`src/rtl/command_frame_parser_core_defines.svh`:
```
// Assertion macros used by the command frame parser controller
`ifndef COMMAND_FRAME_PARSER_CORE_DEFINES_SVH
`define COMMAND_FRAME_PARSER_CORE_DEFINES_SVH

// same-cycle implication, sampled on clk, off while arst_n is low
`define CFP_ASSERT_NOW(label, ante, cons, msg) \
	label: assert property (@(posedge clk) disable iff (!arst_n) (ante) |-> (cons)) \
		else $error(msg);

// next-cycle implication, sampled on clk, off while arst_n is low
`define CFP_ASSERT_NEXT(label, ante, cons, msg) \
	label: assert property (@(posedge clk) disable iff (!arst_n) (ante) |=> (cons)) \
		else $error(msg);

`endif

```
`src/rtl/cfp_pkg.sv`:
```
// Types and constants of the command frame parser
`default_nettype none

package cfp_pkg;

	localparam int CMD_BYTES = 1;
	localparam int HDR_W     = 8 * CMD_BYTES;
	localparam int BYTE_W    = 8;
	localparam int APB_AW    = 5;
	localparam int APB_DW    = 32;
	localparam int ENTRY_W   = 15;
	localparam int LEN_LSB   = 8;
	localparam int LEN_W     = 6;
	localparam int VALID_BIT = 14;
	localparam int TICK_W    = 16;
	localparam int IDX_W     = 2;

	localparam logic [TICK_W-1:0] TIMEOUT_RST = 16'd100;

	// register indexes (paddr[4:2])
	localparam logic [2:0] REG_ENTRY_ZERO = 3'd0;
	localparam logic [2:0] REG_TIMEOUT    = 3'd4;

	// input word kinds
	localparam logic CMD_BYTE = 1'b0;
	localparam logic CMD_TICK = 1'b1;

	typedef enum logic [1:0] {
		ST_PAYLOAD = 2'd0,
		ST_DONE    = 2'd1,
		ST_UNKNOWN = 2'd2,
		ST_TIMEOUT = 2'd3
	} cfp_status_t;

	typedef enum logic [1:0] {
		S_IDLE,
		S_COLLECT,
		S_DRAIN
	} cfp_state_t;

	// controller -> datapath
	typedef struct packed {
		logic        latch_hdr;
		logic        store_byte;
		logic        tick;
		logic        clear;
		logic        rd_issue;
		logic        out_load;
		cfp_status_t out_sel;
	} cfp_cmd_t;

	// datapath -> controller
	typedef struct packed {
		logic hit;
		logic len_zero;
		logic rx_done;
		logic tmo;
		logic rd_more;
	} cfp_sts_t;

endpackage

`default_nettype wire

```
`src/rtl/cfp_in_if.sv`:
```
// Input channel: one byte or one tick per word
`default_nettype none

interface cfp_in_if;
	logic       valid;
	logic       ready;
	logic       cmd;
	logic [7:0] data_byte;

	modport source (output valid, output cmd, output data_byte, input ready);
	modport sink   (input valid, input cmd, input data_byte, output ready);
endinterface

`default_nettype wire

```
`src/rtl/cfp_out_if.sv`:
```
// Result channel of the command frame parser
`default_nettype none

interface cfp_out_if;
	logic       valid;
	logic       ready;
	logic [1:0] status;
	logic [1:0] entry_index;
	logic [7:0] command_code;
	logic [7:0] payload_byte;
	logic       last;

	modport source (output valid, output status, output entry_index, output command_code,
		output payload_byte, output last, input ready);
	modport sink   (input valid, input status, input entry_index, input command_code,
		input payload_byte, input last, output ready);
endinterface

`default_nettype wire

```
`src/rtl/command_frame_parser_core.sv`:
```
// Top level of the table-driven command frame parser
`default_nettype none

// Command frame parser. Input words are either a received byte (cmd = 0) or
// one time tick (cmd = 1). While idle, each byte is a one-byte command header
// and is matched against the command table (APB registers 0..3, byte address
// 4*i: code in bits 7:0, payload length in bits 13:8, valid in bit 14); the
// lowest-numbered valid match wins. No match gives one "unknown" word; a match
// with length zero gives one "done" word. Otherwise the parser collects that
// many payload bytes (length clamped to MAX_ARGS) into a small RAM, then
// drains them in order as payload words, the last one marked. Ticks during
// collection are counted (saturating); once the count exceeds timeout_ticks
// (register 4, reset 100) the frame is dropped and one timeout word is sent.
// Ticks while idle are ignored. Table entry and length are latched when the
// header matches, so table writes during collection only affect the next
// frame; write registers only while the parser is idle.
// Timing: while idle or collecting, one input word is taken per cycle as long
// as the output register is empty or being emptied in that cycle; a done,
// unknown or timeout word shows up on the result channel the cycle after the
// input word that causes it. After the last payload byte the parser drains
// the stored bytes in order: each is read through the registered RAM read
// port and then loaded into the output word register, at one word per cycle
// while the result channel accepts them (the drain stalls when it does not);
// input is held off during the drain.
// Control registers, counters and the output word valid reset asynchronously
// on arst_n low; the output word fields and the payload RAM do not.

module command_frame_parser_core #(
	parameter int TABLE_ENTRIES = 4,
	parameter int MAX_ARGS      = 32
) (
	input  wire logic                       clk,
	input  wire logic                       arst_n,
	cfp_in_if.sink                          item,
	cfp_out_if.source                       result,
	input  wire logic                       psel,
	input  wire logic                       penable,
	input  wire logic                       pwrite,
	input  wire logic [cfp_pkg::APB_AW-1:0] paddr,
	input  wire logic [cfp_pkg::APB_DW-1:0] pwdata,
	output logic      [cfp_pkg::APB_DW-1:0] prdata,
	output logic                            pready
);

	logic [TABLE_ENTRIES-1:0][cfp_pkg::ENTRY_W-1:0] entries;
	logic [cfp_pkg::TICK_W-1:0]                     timeout;
	cfp_pkg::cfp_cmd_t                              cmd;
	cfp_pkg::cfp_sts_t                              sts;

	// configuration registers
	cfp_regs #(
		.TABLE_ENTRIES (TABLE_ENTRIES)
	) u_regs (
		.clk     (clk),
		.arst_n  (arst_n),
		.psel    (psel),
		.penable (penable),
		.pwrite  (pwrite),
		.paddr   (paddr),
		.pwdata  (pwdata),
		.prdata  (prdata),
		.pready  (pready),
		.entries (entries),
		.timeout (timeout)
	);

	// sequencing: idle / collect / drain, output word valid
	cfp_ctrl u_ctrl (
		.clk       (clk),
		.arst_n    (arst_n),
		.in_valid  (item.valid),
		.in_kind   (item.cmd),
		.in_ready  (item.ready),
		.out_valid (result.valid),
		.out_ready (result.ready),
		.sts       (sts),
		.cmd       (cmd)
	);

	// match, counters, payload RAM and the output word register
	cfp_dp #(
		.TABLE_ENTRIES (TABLE_ENTRIES),
		.MAX_ARGS      (MAX_ARGS)
	) u_dp (
		.clk          (clk),
		.arst_n       (arst_n),
		.data_byte    (item.data_byte),
		.entries      (entries),
		.timeout      (timeout),
		.cmd          (cmd),
		.sts          (sts),
		.status       (result.status),
		.entry_index  (result.entry_index),
		.command_code (result.command_code),
		.payload_byte (result.payload_byte),
		.last         (result.last)
	);

endmodule

`default_nettype wire

```
`src/rtl/cfp_ram.sv`:
```
// Generic single-write, single-read RAM with registered read data
`default_nettype none

module cfp_ram #(
	parameter int WIDTH = 8,
	parameter int DEPTH = 32,
	localparam int AW = (DEPTH > 1) ? $clog2(DEPTH) : 1
) (
	input  wire logic             clk,
	input  wire logic             wr_en,
	input  wire logic [AW-1:0]    wr_addr,
	input  wire logic [WIDTH-1:0] wr_data,
	input  wire logic             rd_en,
	input  wire logic [AW-1:0]    rd_addr,
	output logic      [WIDTH-1:0] rd_data
);

	logic [WIDTH-1:0] mem_q [DEPTH];

	always_ff @(posedge clk) begin
		if (wr_en) begin
			mem_q[wr_addr] <= wr_data;
		end
		if (rd_en) begin
			rd_data <= mem_q[rd_addr];
		end
	end

endmodule

`default_nettype wire

```
`src/rtl/cfp_regs.sv`:
```
// APB register file: command table entries and timeout
`default_nettype none

module cfp_regs #(
	parameter int TABLE_ENTRIES = 4
) (
	input  wire logic                             clk,
	input  wire logic                             arst_n,
	input  wire logic                             psel,
	input  wire logic                             penable,
	input  wire logic                             pwrite,
	input  wire logic [cfp_pkg::APB_AW-1:0]       paddr,
	input  wire logic [cfp_pkg::APB_DW-1:0]       pwdata,
	output logic      [cfp_pkg::APB_DW-1:0]       prdata,
	output logic                                  pready,
	output logic [TABLE_ENTRIES-1:0][cfp_pkg::ENTRY_W-1:0] entries,
	output logic      [cfp_pkg::TICK_W-1:0]       timeout
);

	logic [TABLE_ENTRIES-1:0][cfp_pkg::ENTRY_W-1:0] entry_q;
	logic [cfp_pkg::TICK_W-1:0]                     timeout_q;
	logic [2:0]                                     reg_idx;
	logic                                           wr_en;

	assign reg_idx = paddr[4:2];
	assign wr_en   = psel && penable && pwrite;
	assign pready  = 1'b1;

	always_ff @(posedge clk or negedge arst_n) begin
		if (!arst_n) begin
			entry_q   <= '0;
			timeout_q <= cfp_pkg::TIMEOUT_RST;
		end else if (wr_en) begin
			for (int i = 0; i < TABLE_ENTRIES; i++) begin
				if (reg_idx == cfp_pkg::REG_ENTRY_ZERO + 3'(i)) begin
					entry_q[i] <= pwdata[cfp_pkg::ENTRY_W-1:0];
				end
			end
			if (reg_idx == cfp_pkg::REG_TIMEOUT) begin
				timeout_q <= pwdata[cfp_pkg::TICK_W-1:0];
			end
		end
	end

	always_comb begin
		prdata = '0;
		for (int i = 0; i < TABLE_ENTRIES; i++) begin
			if (reg_idx == cfp_pkg::REG_ENTRY_ZERO + 3'(i)) begin
				prdata = {{(cfp_pkg::APB_DW-cfp_pkg::ENTRY_W){1'b0}}, entry_q[i]};
			end
		end
		if (reg_idx == cfp_pkg::REG_TIMEOUT) begin
			prdata = {{(cfp_pkg::APB_DW-cfp_pkg::TICK_W){1'b0}}, timeout_q};
		end
	end

	assign entries = entry_q;
	assign timeout = timeout_q;

endmodule

`default_nettype wire

```
`src/rtl/cfp_ctrl.sv`:
```
// Frame parser controller: state machine, output word valid, read pipeline
`default_nettype none
`include "command_frame_parser_core_defines.svh"

module cfp_ctrl (
	input  wire logic              clk,
	input  wire logic              arst_n,
	input  wire logic              in_valid,
	input  wire logic              in_kind,
	output logic                   in_ready,
	output logic                   out_valid,
	input  wire logic              out_ready,
	input  wire cfp_pkg::cfp_sts_t sts,
	output cfp_pkg::cfp_cmd_t      cmd
);

	cfp_pkg::cfp_state_t state_q, state_nx;
	logic out_valid_q, out_valid_nx;
	logic rd_pend_q, rd_pend_nx;
	logic slot_free;
	logic in_fire;
	logic load_out;

	assign slot_free = !out_valid_q || out_ready;

	always_ff @(posedge clk or negedge arst_n) begin
		if (!arst_n) begin
			state_q     <= cfp_pkg::S_IDLE;
			out_valid_q <= 1'b0;
			rd_pend_q   <= 1'b0;
		end else begin
			state_q     <= state_nx;
			out_valid_q <= out_valid_nx;
			rd_pend_q   <= rd_pend_nx;
		end
	end

	always_comb begin
		state_nx = state_q;
		cmd      = '0;
		cmd.out_sel = cfp_pkg::ST_PAYLOAD;
		in_ready = (state_q != cfp_pkg::S_DRAIN) && slot_free;
		in_fire  = in_valid && in_ready;
		load_out = 1'b0;
		rd_pend_nx = 1'b0;

		unique case (state_q)
			cfp_pkg::S_IDLE: begin
				if (in_fire && in_kind == cfp_pkg::CMD_BYTE) begin
					if (sts.hit && !sts.len_zero) begin
						cmd.latch_hdr = 1'b1;
						state_nx      = cfp_pkg::S_COLLECT;
					end else begin
						cmd.out_load = 1'b1;
						cmd.out_sel  = sts.hit ? cfp_pkg::ST_DONE : cfp_pkg::ST_UNKNOWN;
					end
				end
			end
			cfp_pkg::S_COLLECT: begin
				if (in_fire) begin
					unique case (in_kind)
						cfp_pkg::CMD_BYTE: begin
							cmd.store_byte = 1'b1;
							if (sts.rx_done) begin
								state_nx = cfp_pkg::S_DRAIN;
							end
						end
						cfp_pkg::CMD_TICK: begin
							cmd.tick = 1'b1;
							if (sts.tmo) begin
								cmd.out_load = 1'b1;
								cmd.out_sel  = cfp_pkg::ST_TIMEOUT;
								cmd.clear    = 1'b1;
								state_nx     = cfp_pkg::S_IDLE;
							end
						end
						default: ;
					endcase
				end
			end
			cfp_pkg::S_DRAIN: begin
				// RAM data of the pending read goes to the output word
				load_out     = rd_pend_q && slot_free;
				cmd.out_load = load_out;
				cmd.out_sel  = cfp_pkg::ST_PAYLOAD;
				cmd.rd_issue = sts.rd_more && (!rd_pend_q || load_out);
				rd_pend_nx   = cmd.rd_issue || (rd_pend_q && !load_out);
				if (load_out && !sts.rd_more) begin
					cmd.clear = 1'b1;
					state_nx  = cfp_pkg::S_IDLE;
				end
			end
			default: begin
				state_nx = cfp_pkg::S_IDLE;
			end
		endcase

		out_valid_nx = cmd.out_load || (out_valid_q && !out_ready);
	end

	assign out_valid = out_valid_q;

	`CFP_ASSERT_NOW(a_no_overwrite, cmd.out_load, slot_free, "output word overwritten")
	`CFP_ASSERT_NOW(a_pend_in_drain, rd_pend_q, state_q == cfp_pkg::S_DRAIN, "read pending outside drain")
	`CFP_ASSERT_NOW(a_drain_has_work, state_q == cfp_pkg::S_DRAIN && !rd_pend_q, sts.rd_more, "drain stalled with nothing to read")
	`CFP_ASSERT_NEXT(a_clear_to_idle, cmd.clear, state_q == cfp_pkg::S_IDLE, "clear did not return to idle")

endmodule

`default_nettype wire

```
`src/rtl/cfp_dp.sv`:
```
// Frame parser datapath: table match, counters, payload store, output word
`default_nettype none

module cfp_dp #(
	parameter int TABLE_ENTRIES = 4,
	parameter int MAX_ARGS      = 32
) (
	input  wire logic                        clk,
	input  wire logic                        arst_n,
	input  wire logic [cfp_pkg::BYTE_W-1:0]  data_byte,
	input  wire logic [TABLE_ENTRIES-1:0][cfp_pkg::ENTRY_W-1:0] entries,
	input  wire logic [cfp_pkg::TICK_W-1:0]  timeout,
	input  wire cfp_pkg::cfp_cmd_t           cmd,
	output cfp_pkg::cfp_sts_t                sts,
	output logic [1:0]                       status,
	output logic [cfp_pkg::IDX_W-1:0]        entry_index,
	output logic [cfp_pkg::HDR_W-1:0]        command_code,
	output logic [cfp_pkg::BYTE_W-1:0]       payload_byte,
	output logic                             last
);

	localparam int CW = $clog2(MAX_ARGS + 1);
	localparam int AW = (MAX_ARGS > 1) ? $clog2(MAX_ARGS) : 1;

	logic [cfp_pkg::HDR_W-1:0]  hdr_q;
	logic [cfp_pkg::IDX_W-1:0]  ent_q;
	logic [CW-1:0]              need_q;
	logic [CW-1:0]              rx_cnt_q;
	logic [CW-1:0]              rd_idx_q;
	logic [cfp_pkg::TICK_W-1:0] tick_q;
	logic [cfp_pkg::TICK_W-1:0] tick_nx;

	logic                       hit;
	logic [cfp_pkg::IDX_W-1:0]  hit_idx;
	logic [cfp_pkg::LEN_W-1:0]  hit_len;
	logic [CW-1:0]              len_clamp;
	logic [CW:0]                rx_next;
	logic [cfp_pkg::BYTE_W-1:0] ram_rd_data;

	logic [1:0]                 status_q;
	logic [cfp_pkg::IDX_W-1:0]  index_q;
	logic [cfp_pkg::HDR_W-1:0]  code_q;
	logic [cfp_pkg::BYTE_W-1:0] byte_q;
	logic                       last_q;

	// lowest-numbered valid match wins: scan down so entry 0 is written last
	always_comb begin
		hit     = 1'b0;
		hit_idx = '0;
		hit_len = '0;
		for (int i = TABLE_ENTRIES - 1; i >= 0; i--) begin
			if (entries[i][cfp_pkg::VALID_BIT] &&
					entries[i][cfp_pkg::HDR_W-1:0] == data_byte) begin
				hit     = 1'b1;
				hit_idx = cfp_pkg::IDX_W'(i);
				hit_len = entries[i][cfp_pkg::LEN_LSB +: cfp_pkg::LEN_W];
			end
		end
	end

	assign len_clamp = (hit_len > cfp_pkg::LEN_W'(MAX_ARGS)) ? CW'(MAX_ARGS) : hit_len[CW-1:0];
	assign rx_next   = {1'b0, rx_cnt_q} + (CW+1)'(1);
	assign tick_nx   = (tick_q == '1) ? tick_q : tick_q + cfp_pkg::TICK_W'(1);

	assign sts.hit      = hit;
	assign sts.len_zero = (hit_len == '0);
	assign sts.rx_done  = (rx_next >= {1'b0, need_q});
	assign sts.tmo      = (tick_nx > timeout);
	assign sts.rd_more  = (rd_idx_q < need_q);

	always_ff @(posedge clk or negedge arst_n) begin
		if (!arst_n) begin
			hdr_q    <= '0;
			ent_q    <= '0;
			need_q   <= '0;
			rx_cnt_q <= '0;
			rd_idx_q <= '0;
			tick_q   <= '0;
		end else if (cmd.clear) begin
			rx_cnt_q <= '0;
			rd_idx_q <= '0;
			tick_q   <= '0;
		end else begin
			if (cmd.latch_hdr) begin
				hdr_q    <= data_byte;
				ent_q    <= hit_idx;
				need_q   <= len_clamp;
				rx_cnt_q <= '0;
				rd_idx_q <= '0;
				tick_q   <= '0;
			end
			if (cmd.store_byte) begin
				rx_cnt_q <= rx_next[CW-1:0];
			end
			if (cmd.tick) begin
				tick_q <= tick_nx;
			end
			if (cmd.rd_issue) begin
				rd_idx_q <= rd_idx_q + CW'(1);
			end
		end
	end

	cfp_ram #(
		.WIDTH (cfp_pkg::BYTE_W),
		.DEPTH (MAX_ARGS)
	) u_store (
		.clk     (clk),
		.wr_en   (cmd.store_byte),
		.wr_addr (rx_cnt_q[AW-1:0]),
		.wr_data (data_byte),
		.rd_en   (cmd.rd_issue),
		.rd_addr (rd_idx_q[AW-1:0]),
		.rd_data (ram_rd_data)
	);

	// output word
	always_ff @(posedge clk) begin
		if (cmd.out_load) begin
			status_q <= cmd.out_sel;
			unique case (cmd.out_sel)
				cfp_pkg::ST_PAYLOAD: begin
					index_q <= ent_q;
					code_q  <= hdr_q;
					byte_q  <= ram_rd_data;
					last_q  <= !sts.rd_more;
				end
				cfp_pkg::ST_DONE: begin
					index_q <= hit_idx;
					code_q  <= data_byte;
					byte_q  <= '0;
					last_q  <= 1'b1;
				end
				cfp_pkg::ST_UNKNOWN: begin
					index_q <= '0;
					code_q  <= data_byte;
					byte_q  <= '0;
					last_q  <= 1'b1;
				end
				cfp_pkg::ST_TIMEOUT: begin
					index_q <= ent_q;
					code_q  <= hdr_q;
					byte_q  <= '0;
					last_q  <= 1'b1;
				end
				default: ;
			endcase
		end
	end

	assign status       = status_q;
	assign entry_index  = index_q;
	assign command_code = code_q;
	assign payload_byte = byte_q;
	assign last         = last_q;

endmodule

`default_nettype wire
```
`src/flat_wrapper.sv`:
```
// flat-port wrapper written by rule: the top's interface ports become plain ports
module command_frame_parser_core_flat 
#(
	parameter int TABLE_ENTRIES = 4,
	parameter int MAX_ARGS      = 32
)
  (clk, arst_n, psel, penable, pwrite, paddr, pwdata, prdata, pready, item_valid, item_cmd, item_data_byte, item_ready, result_valid, result_status, result_entry_index, result_command_code, result_payload_byte, result_last, result_ready);
  cfp_in_if item_i ();
  cfp_out_if result_i ();
  input  wire logic clk;
  input  wire logic arst_n;
  input  wire logic psel;
  input  wire logic penable;
  input  wire logic pwrite;
  input  wire logic [cfp_pkg::APB_AW-1:0] paddr;
  input  wire logic [cfp_pkg::APB_DW-1:0] pwdata;
  output logic      [cfp_pkg::APB_DW-1:0] prdata;
  output logic pready;
  input wire logic [$bits(item_i.valid)-1:0] item_valid;
  input wire logic [$bits(item_i.cmd)-1:0] item_cmd;
  input wire logic [$bits(item_i.data_byte)-1:0] item_data_byte;
  output wire logic [$bits(item_i.ready)-1:0] item_ready;
  output wire logic [$bits(result_i.valid)-1:0] result_valid;
  output wire logic [$bits(result_i.status)-1:0] result_status;
  output wire logic [$bits(result_i.entry_index)-1:0] result_entry_index;
  output wire logic [$bits(result_i.command_code)-1:0] result_command_code;
  output wire logic [$bits(result_i.payload_byte)-1:0] result_payload_byte;
  output wire logic [$bits(result_i.last)-1:0] result_last;
  input wire logic [$bits(result_i.ready)-1:0] result_ready;
  assign item_i.valid = item_valid;
  assign item_i.cmd = item_cmd;
  assign item_i.data_byte = item_data_byte;
  assign item_ready = item_i.ready;
  assign result_valid = result_i.valid;
  assign result_status = result_i.status;
  assign result_entry_index = result_i.entry_index;
  assign result_command_code = result_i.command_code;
  assign result_payload_byte = result_i.payload_byte;
  assign result_last = result_i.last;
  assign result_i.ready = result_ready;
  command_frame_parser_core #(.TABLE_ENTRIES(TABLE_ENTRIES), .MAX_ARGS(MAX_ARGS)) u_core (.clk(clk), .arst_n(arst_n), .item(item_i), .result(result_i), .psel(psel), .penable(penable), .pwrite(pwrite), .paddr(paddr), .pwdata(pwdata), .prdata(prdata), .pready(pready));
endmodule
```
`config.mk`:
```
export PLATFORM = sky130hd
export DESIGN_NAME = command_frame_parser_core_flat
export DESIGN_NICKNAME = d
export VERILOG_FILES = /design/src/rtl/cfp_pkg.sv /design/src/rtl/cfp_in_if.sv /design/src/rtl/cfp_out_if.sv /design/src/rtl/command_frame_parser_core.sv /design/src/rtl/cfp_ram.sv /design/src/rtl/cfp_regs.sv /design/src/rtl/cfp_ctrl.sv /design/src/rtl/cfp_dp.sv /design/src/flat_wrapper.sv
export VERILOG_INCLUDE_DIRS = /design/src /design/src/rtl
export SDC_FILE = /design/constraint.sdc
export NUM_CORES = 1
export LEC_CHECK = 0
export BUFFER_PORTS_ARGS = -buffer_cell sky130_fd_sc_hd__buf_2
export CELL_PAD_IN_SITES_DETAIL_PLACEMENT = 0
export CELL_PAD_IN_SITES_GLOBAL_PLACEMENT = 1
export CORE_ASPECT_RATIO = 1.5
export CORE_MARGIN = 4
export CORE_UTILIZATION = 47
export DETAILED_ROUTE_END_ITERATION = 8
export MAX_ROUTING_LAYER = met4
export PLACE_DENSITY_LB_ADDON = 0.1
export SLEW_MARGIN = 20
export SYNTH_ARGS = -nofsm -noshare
export SYNTH_HDL_FRONTEND = slang
export SYNTH_SLANG_ARGS = --single-unit
```
`constraint.sdc`:
```
create_clock -name clk -period 5.63 [get_ports clk]
set_input_delay 1.126 -clock clk [delete_from_list [all_inputs] [get_ports clk]]
set_output_delay 1.126 -clock clk [all_outputs]
set_load 0.02 [all_outputs]
```
==> flow_metrics.tcl, run 1 <==
set metrics [dict create \
    place_ws_ns 0.619 \
    ioPinCount 109 \
    vdd_drop_max_mv 0.235 \
    grt_usage_pct 21.5 \
    avgSynthCellArea_um2 14.9 \
    dieHeight_um 251 \
    start_util_pct 47.8 \
    ys_ff_latch 409 \
    synth_top_area_share_pct 46.3 \
    dieArea_mm2 0.0426 \
    fin_crit_ns 5.02 \
    final_common_cell "edfxtp_1" \
    drive_gt1_share_pct 25.5 \
    p_leak_nw 7.51 \
    maxSlewHeadroom_pct 27.2 \
    ant_nets 0 \
    whs_path_depth 2 \
    ctsResizeCount 0 \
    cts_tree "yes" \
    grt_pass1_wl_um 67000 \
    diodes 0 \
    antenna_found_initial 1 \
    finalCritPeriodShare_pct 89.2 \
    syn_area_mm2 0.0185 \
    dpl_cell_area_mm2 0.0193 \
    reg2reg_from "u_core.u_dp.tick_q[2]" \
    synth_edf_count 285 \
    critical_path.max_fanout 10 \
    rrSetupSlack_ns 0.61 \
    hpwl_um 30700 \
    cts_made_buffers 41 \
    synth_flop_cell "edfxtp_1" \
    fp.dieW_um 170 \
    clk_path_buf_depth 3 \
    postCtsHoldBufs 0 \
    grt_max_degree 81 \
    clk_latency_ns 0.55 \
    crit_type "flop to flop" \
    root_buffer "clkbuf_16" \
    final_area_mm2 0.0206 \
    grt-ovfl-total 0 \
    hold_viol 0 \
    setup_slack_ns 0.608 \
    max_freq_mhz 199 \
    hold_path.class "flop to flop" \
    synthToLayoutAreaGrowth_pct 11.4 \
    grt_pass1_vias 10533 \
    wirelength_um 44000 \
    rsz0062_at_grt "false" \
    critPathLaunchType "flop" \
    min_to "u_core.u_dp.hdr_q[5]" \
    gp_congestion 0.800 \
    final_cell_mix "285 x edfxtp_1, 119 x dfrtp_1, 98 x nand2_1" \
    reg2reg_to "u_core.u_dp.command_code[4]" \
    core_mm2 0.0386 \
    fin_setup_tns_ns 0 \
    end_kind "flop" \
    netlist_instances 1239 \
    synth-seq-area-share_pct 63.1 \
    port_buffers 73 \
    synth_area_leader_cell "edfxtp_1" \
    yosys-top-cells-area "edfxtp_1 46%, dfrtp_1 16%, mux4_2 10%" \
    power_mw 7.61 \
    outcome "finished clean" \
    drt_pass1_iterations 5 \
    post_drt_wl_per_cell_um 24.0 \
    drv_cap 0 \
    final_max_slew_viol_count 0 \
    h-tree-depth 2 \
    cp.required_ns 5.92 \
    cts_setup_buffers 0 \
    nets 1405 \
    worst_pin_slew_ns 1.09 \
    vias 10391 \
    worst_ep_arrival_time_ns 5.31 \
    drtIter0Drc 899 \
    async_flop_share_pct 30.3 \
    synthDistinctLibCells 68 \
    fin_skew_ns 0.0203 \
    drc 0 \
    viasPerCell 5.66 \
    ys_warn_count 0 \
    clkTransAtPathRegs_ns 0.06 \
    hold_start "u_core.u_dp.hdr_q[5]" \
    setup_violations 0 \
    power_density_mw_per_mm2 369 \
    reg2reg_depth 19 \
    cts_sinks 409 \
    rows 88 \
]
==> kinds of logic (layout without fill, tap and decap cells) <==
| family | count (synthesis) | after routing | synth area share [%] |
|---|---|---|---|
| xor+xnor | 54 | 54 | 2.68 |
| buf+inv | 117 | 203 | 2.98 |
| mux | 174 | 174 | 15.7 |
| other cells | 2 | 17 | 0.0406 |
| flops | 409 | 409 | 63.1 |
| compound gates | 149 | 149 | 5.11 |
| simple gates | 295 | 295 | 7.71 |
| fa+ha+maj | 39 | 39 | 2.64 |
==> area by class of cell <==
cell class / instances / area, µm²
Sequential cell: 409 / 11700
Tap cell: 495 / 619
Multi-Input combinational cell: 728 / 6360
Clock buffer: 53 / 1120
Clock inverter: 17 / 136
Fill cell: 3234 / 18100
Inverter: 39 / 146
Timing Repair Buffer: 94 / 529
==> worst max-delay path, stage by stage (launching register included) <==
cell	delay, ns
dfrtp_1	0.45
and4_1	0.26
nand4_1	0.18
nor3_1	0.35
nand4_1	0.17
and3_1	0.23
and2_1	0.22
nand2_1	0.10
xnor2_1	0.07
ha_1	0.34
a211o_1	0.32
o221a_2	0.27
o31ai_1	0.05
or3b_2	0.52
nand3_1	0.19
o21ai_0	0.19
nand2b_1	0.16
ha_1	0.24
buf_4	0.19
mux2_2	0.28
==> cells in the mapped netlist (4+ instances only) <==
cell	instances
and2_1	10
buf_2	8
o31ai_1	4
xor2_1	8
o21ai_1	6
nor2b_1	8
nand2_1	98
nand4_1	17
a21o_1	5
mux2_2	77
buf_4	21
a22oi_1	10
buf_1	9
edfxtp_1	285
a22o_1	10
nor3_1	6
nor4_1	6
nand3_1	35
a21oi_1	28
nor2_1	73
a31oi_1	5
o22ai_1	11
nand2b_1	5
o21ai_0	46
dfrtp_1	121
mux2i_1	11
nand3b_1	5
ha_1	39
mux4_2	85
xnor2_1	43
or3_1	10
clkbuf_1	37
inv_1	39
==> flip-flops by register name (all words and copies together), names as in the netlist, 6 cells and up <==
signal / cells
u_core.u_dp.tick_q: 16
u_core.u_dp.u_store.rd_data: 8
u_core.u_dp.hdr_q: 8
u_core.u_dp.payload_byte: 8
u_core.u_regs.entries: 60
u_core.u_dp.u_store.mem_q: 256
u_core.u_dp.command_code: 8
u_core.u_dp.need_q: 6
u_core.u_dp.rd_idx_q: 6
u_core.u_regs.timeout: 16
u_core.u_dp.rx_cnt_q: 6
==> routing by layer <==
layer / vias to the layer above / part of all wire [%] / track usage [%]
li1: 4806 / - / -
met1: 5239 / 39 / 25.9
met2: 264 / 53 / 36.7
met3: 82 / 4.3 / 2.85
met4: 0 / 4.3 / 8.38
met5: - / 0 / -
==> where the power goes <==
group          total, mW  switching, mW  internal, mW
clock               2.62           1.13          1.50
combinational       1.31          0.689         0.621
sequential          3.68          0.229          3.45
total               7.61           2.05          5.56
==> how the worst max path moves through the flow <==
stage                               start                     endpoint  slack (ns)  cells after the start
floorplan           u_core.u_dp.tick_q[6]  u_core.u_dp.command_code[0]        0.38                     19
global placement    u_core.u_dp.tick_q[6]  u_core.u_dp.command_code[7]        0.61                     19
detailed placement  u_core.u_dp.tick_q[2]  u_core.u_dp.command_code[7]        0.62                     19
CTS                 u_core.u_dp.tick_q[2]  u_core.u_dp.command_code[4]        0.59                     19
global route        u_core.u_dp.tick_q[2]  u_core.u_dp.command_code[7]        0.22                     19
finish              u_core.u_dp.tick_q[2]  u_core.u_dp.command_code[4]        0.61                     19
==> metrics by stage <==
step           hold WS (ns)  cells  utilization [%]
2_1_floorplan         0.442   1254                -
3_3_place_gp          0.456   1765             50.0
3_5_place_dp          0.459   1765             50.0
4_1_cts               0.475   1835             53.3
5_1_grt               0.502   1835             53.3
6_report              0.470   1835             53.3
Power figures use the tool's default switching activity.
==> inputs of run 2 (changes only) <==
==> constraint.sdc (replaced) <==
create_clock -name clk -period 5.63 [get_ports clk]
set_input_delay 0 -clock clk [delete_from_list [all_inputs] [get_ports clk]]
set_output_delay 0 -clock clk [all_outputs]
set_load 0.02 [all_outputs]
==> run 2 against run 1 <==
  * The flow now finishes with violations (hold timing)
  * Clock skew is 0.0095 ns higher
  * Via count rose by 1.2%
  * Total power is 1.2% lower
  * Combinational power hardly changed
==> flow_metrics.tcl, run 2 (synthesis results as in run 1) <==
set metrics [dict create \
    ctsResizeCount 0 \
    synthToLayoutAreaGrowth_pct 12.4 \
    violations "hold timing" \
    root_buffer "clkbuf_16" \
    whs_ns -0.0140 \
    cts_made_buffers 40 \
    viasPerCell 5.66 \
    hold_path.class "primary input to flop" \
    multi_input_area_mm2 0.00637 \
    max_freq_mhz 197 \
    critPathLaunchType "flop" \
    post_drt_wl_per_cell_um 23.4 \
    power_mw 7.52 \
    dieHeight_um 251 \
    drc 0 \
    h-tree-depth 2 \
    worst_pin_slew_ns 0.997 \
    fin_skew_ns 0.0298 \
    ant_nets 0 \
    crit_type "flop to flop" \
    hpwl_um 30200 \
    cts_sinks 409 \
    grt_pass1_wl_um 67200 \
    rsz0062_at_grt "false" \
    final_cell_mix "285 x edfxtp_1, 119 x dfrtp_1, 98 x nand2_1" \
    cp.required_ns 5.92 \
    critical_path.max_fanout 10 \
    maxSlewHeadroom_pct 33.5 \
    final_max_slew_viol_count 0 \
    drive_gt1_share_pct 24.7 \
    ioPinCount 109 \
    grt_usage_pct 21.3 \
    setup_violations 0 \
    crit_chain "ha_1, inv_1, nor3_1, nand4_1, and3_1, and2_1, nand2_1, xnor2_1, ha_1, a211o_1, o221a_2, o31ai_1, or3b_2, nand3_1, o21ai_0, nand2b_1, ha_1, mux2_2" \
    clkTransAtPathRegs_ns 0.06 \
    cpPeakStageDelay_ns 0.51 \
    finalCritPeriodShare_pct 90.0 \
    cpLargestDelayFamily "simple AND/OR/NAND/NOR gates" \
    grt_max_degree 76 \
    start_util_pct 47.8 \
    power_density_mw_per_mm2 362 \
    critical_path_buf_inv_count 1 \
    fillerInstances 3248 \
    grt_pass1_vias 10994 \
    clk_latency_ns 0.55 \
    outcome "finished, violations left" \
    clk_path_buf_depth 3 \
    drt_pass1_iterations 4 \
    grt-ovfl-total 0 \
    cts_setup_buffers 0 \
    port_buffers 73 \
    vdd_drop_max_mv 0.255 \
    cts_tree "yes" \
    nets 1423 \
    gp_congestion 0.816 \
    dieArea_mm2 0.0426 \
    final_common_cell "edfxtp_1" \
    core_mm2 0.0386 \
    antenna_found_initial 0 \
    regMostFlops "u_core.u_dp.u_store.mem_q" \
    fp.dieW_um 170 \
    vias 10515 \
    p_leak_nw 7.58 \
    drv_cap 0 \
    rows 88 \
    hold_viol 3 \
    worst_ep_arrival_time_ns 5.36 \
    fin_setup_tns_ns 0 \
    largest_reg_flops 256 \
    end_kind "flop" \
    path_common_cell "ha_1" \
    wirelength_um 43500 \
    cp_slowest_cell "or3b_2" \
    seqCellArea_mm2 0.0117 \
    fin_crit_ns 5.07 \
    drtIter0Drc 718 \
]
[run 2: cell count changes in the layout (fill, tap and decap cells not counted), sizes merged]
| cell | before | now |
|---|---|---|
| buf | 94 | 90 |
| diode | 0 | 1 |
| clkbuf | 53 | 55 |
| inv | 40 | 41 |
| clkinv | 13 | 15 |
| bufinv | 2 | 1 |
| clkinvlp | 1 | 0 |
| dlygate4sd3 | 0 | 23 |
[run 2: layer usage]
| metal | part of all wire [%] | wire length, µm | GRT usage, % |
|---|---|---|---|
| met5 | 0 | 0 | - |
| met3 | 3.8 | 1670 | 2.50 |
| met2 | 53 | 23200 | 37.3 |
| met1 | 39 | 16900 | 25.4 |
| met4 | 4.0 | 1760 | 7.88 |
[run 2: final timing paths]
| kind | startpoint | endpoint | slack [ns] | depth (start not counted) |
|---|---|---|---|---|
| max | u_core.u_dp.tick_q[0] | u_core.u_dp.command_code[1] | 0.56 | 18 |
| min | penable | u_core.u_regs.timeout[5] | -0.01 | 5 |
| max in group asynchronous | arst_n | u_core.u_regs.timeout[5] | 4.14 | 5 |
| max reg2reg | u_core.u_dp.tick_q[0] | u_core.u_dp.command_code[1] | 0.56 | 18 |
| min in group asynchronous | arst_n | u_core.u_dp.rx_cnt_q[0] | 0.45 | 3 |
| min reg2reg | u_core.u_dp.hdr_q[1] | u_core.u_dp.hdr_q[1] | 0.47 | 2 |
[run 2: worst reg2reg max path: stages, from the launching register on]
cell,delay [ns]
dfrtp_1,0.44
ha_1,0.30
inv_1,0.08
nor3_1,0.36
nand4_1,0.18
and3_1,0.24
and2_1,0.22
nand2_1,0.10
xnor2_1,0.07
ha_1,0.34
a211o_1,0.32
o221a_2,0.27
o31ai_1,0.06
or3b_2,0.51
nand3_1,0.19
o21ai_0,0.16
nand2b_1,0.14
ha_1,0.45
mux2_2,0.40
[run 2: layout make-up]
cell class / instances / share of cell area (%)
tap: 495 / 2.98
sequential: 409 / 56.2
clock buffer: 55 / 5.14
antenna: 1 / 0.0120
inverter: 39 / 0.705
timing repair buffer: 113 / 3.67
clock inverter: 18 / 0.674
multi-input combinational: 728 / 30.7
[run 2: power breakdown]
part           internal [mW]  switching (mW)
clock network           1.39            1.13
logic                  0.634           0.684
registers               3.45           0.236
[run 2: per-stage QoR]
stage | instances | area [µm²] | worst slack (ns) | util [%] | hold slack [ns]
after floorplan | 1254 | 18500 | 0.383 | - | -0.296
after global placement | 1759 | 19300 | 0.554 | 49.9 | -0.0182
after detailed placement | 1759 | 19300 | 0.513 | 49.9 | -0.0186
after CTS | 1856 | 20700 | 0.499 | 53.7 | 0.0196
after global routing | 1857 | 20800 | 0.157 | 53.8 | 0.00462
final | 1858 | 20800 | 0.561 | 53.8 | -0.0140
[run 2: timing repair]
| action | in CTS | in global routing |
|---|---|---|
| endpoints found under the setup margin | 0 | 0 |
| hold buffers | 24 | 0 |
| endpoints found under the hold margin | 172 | 0 |
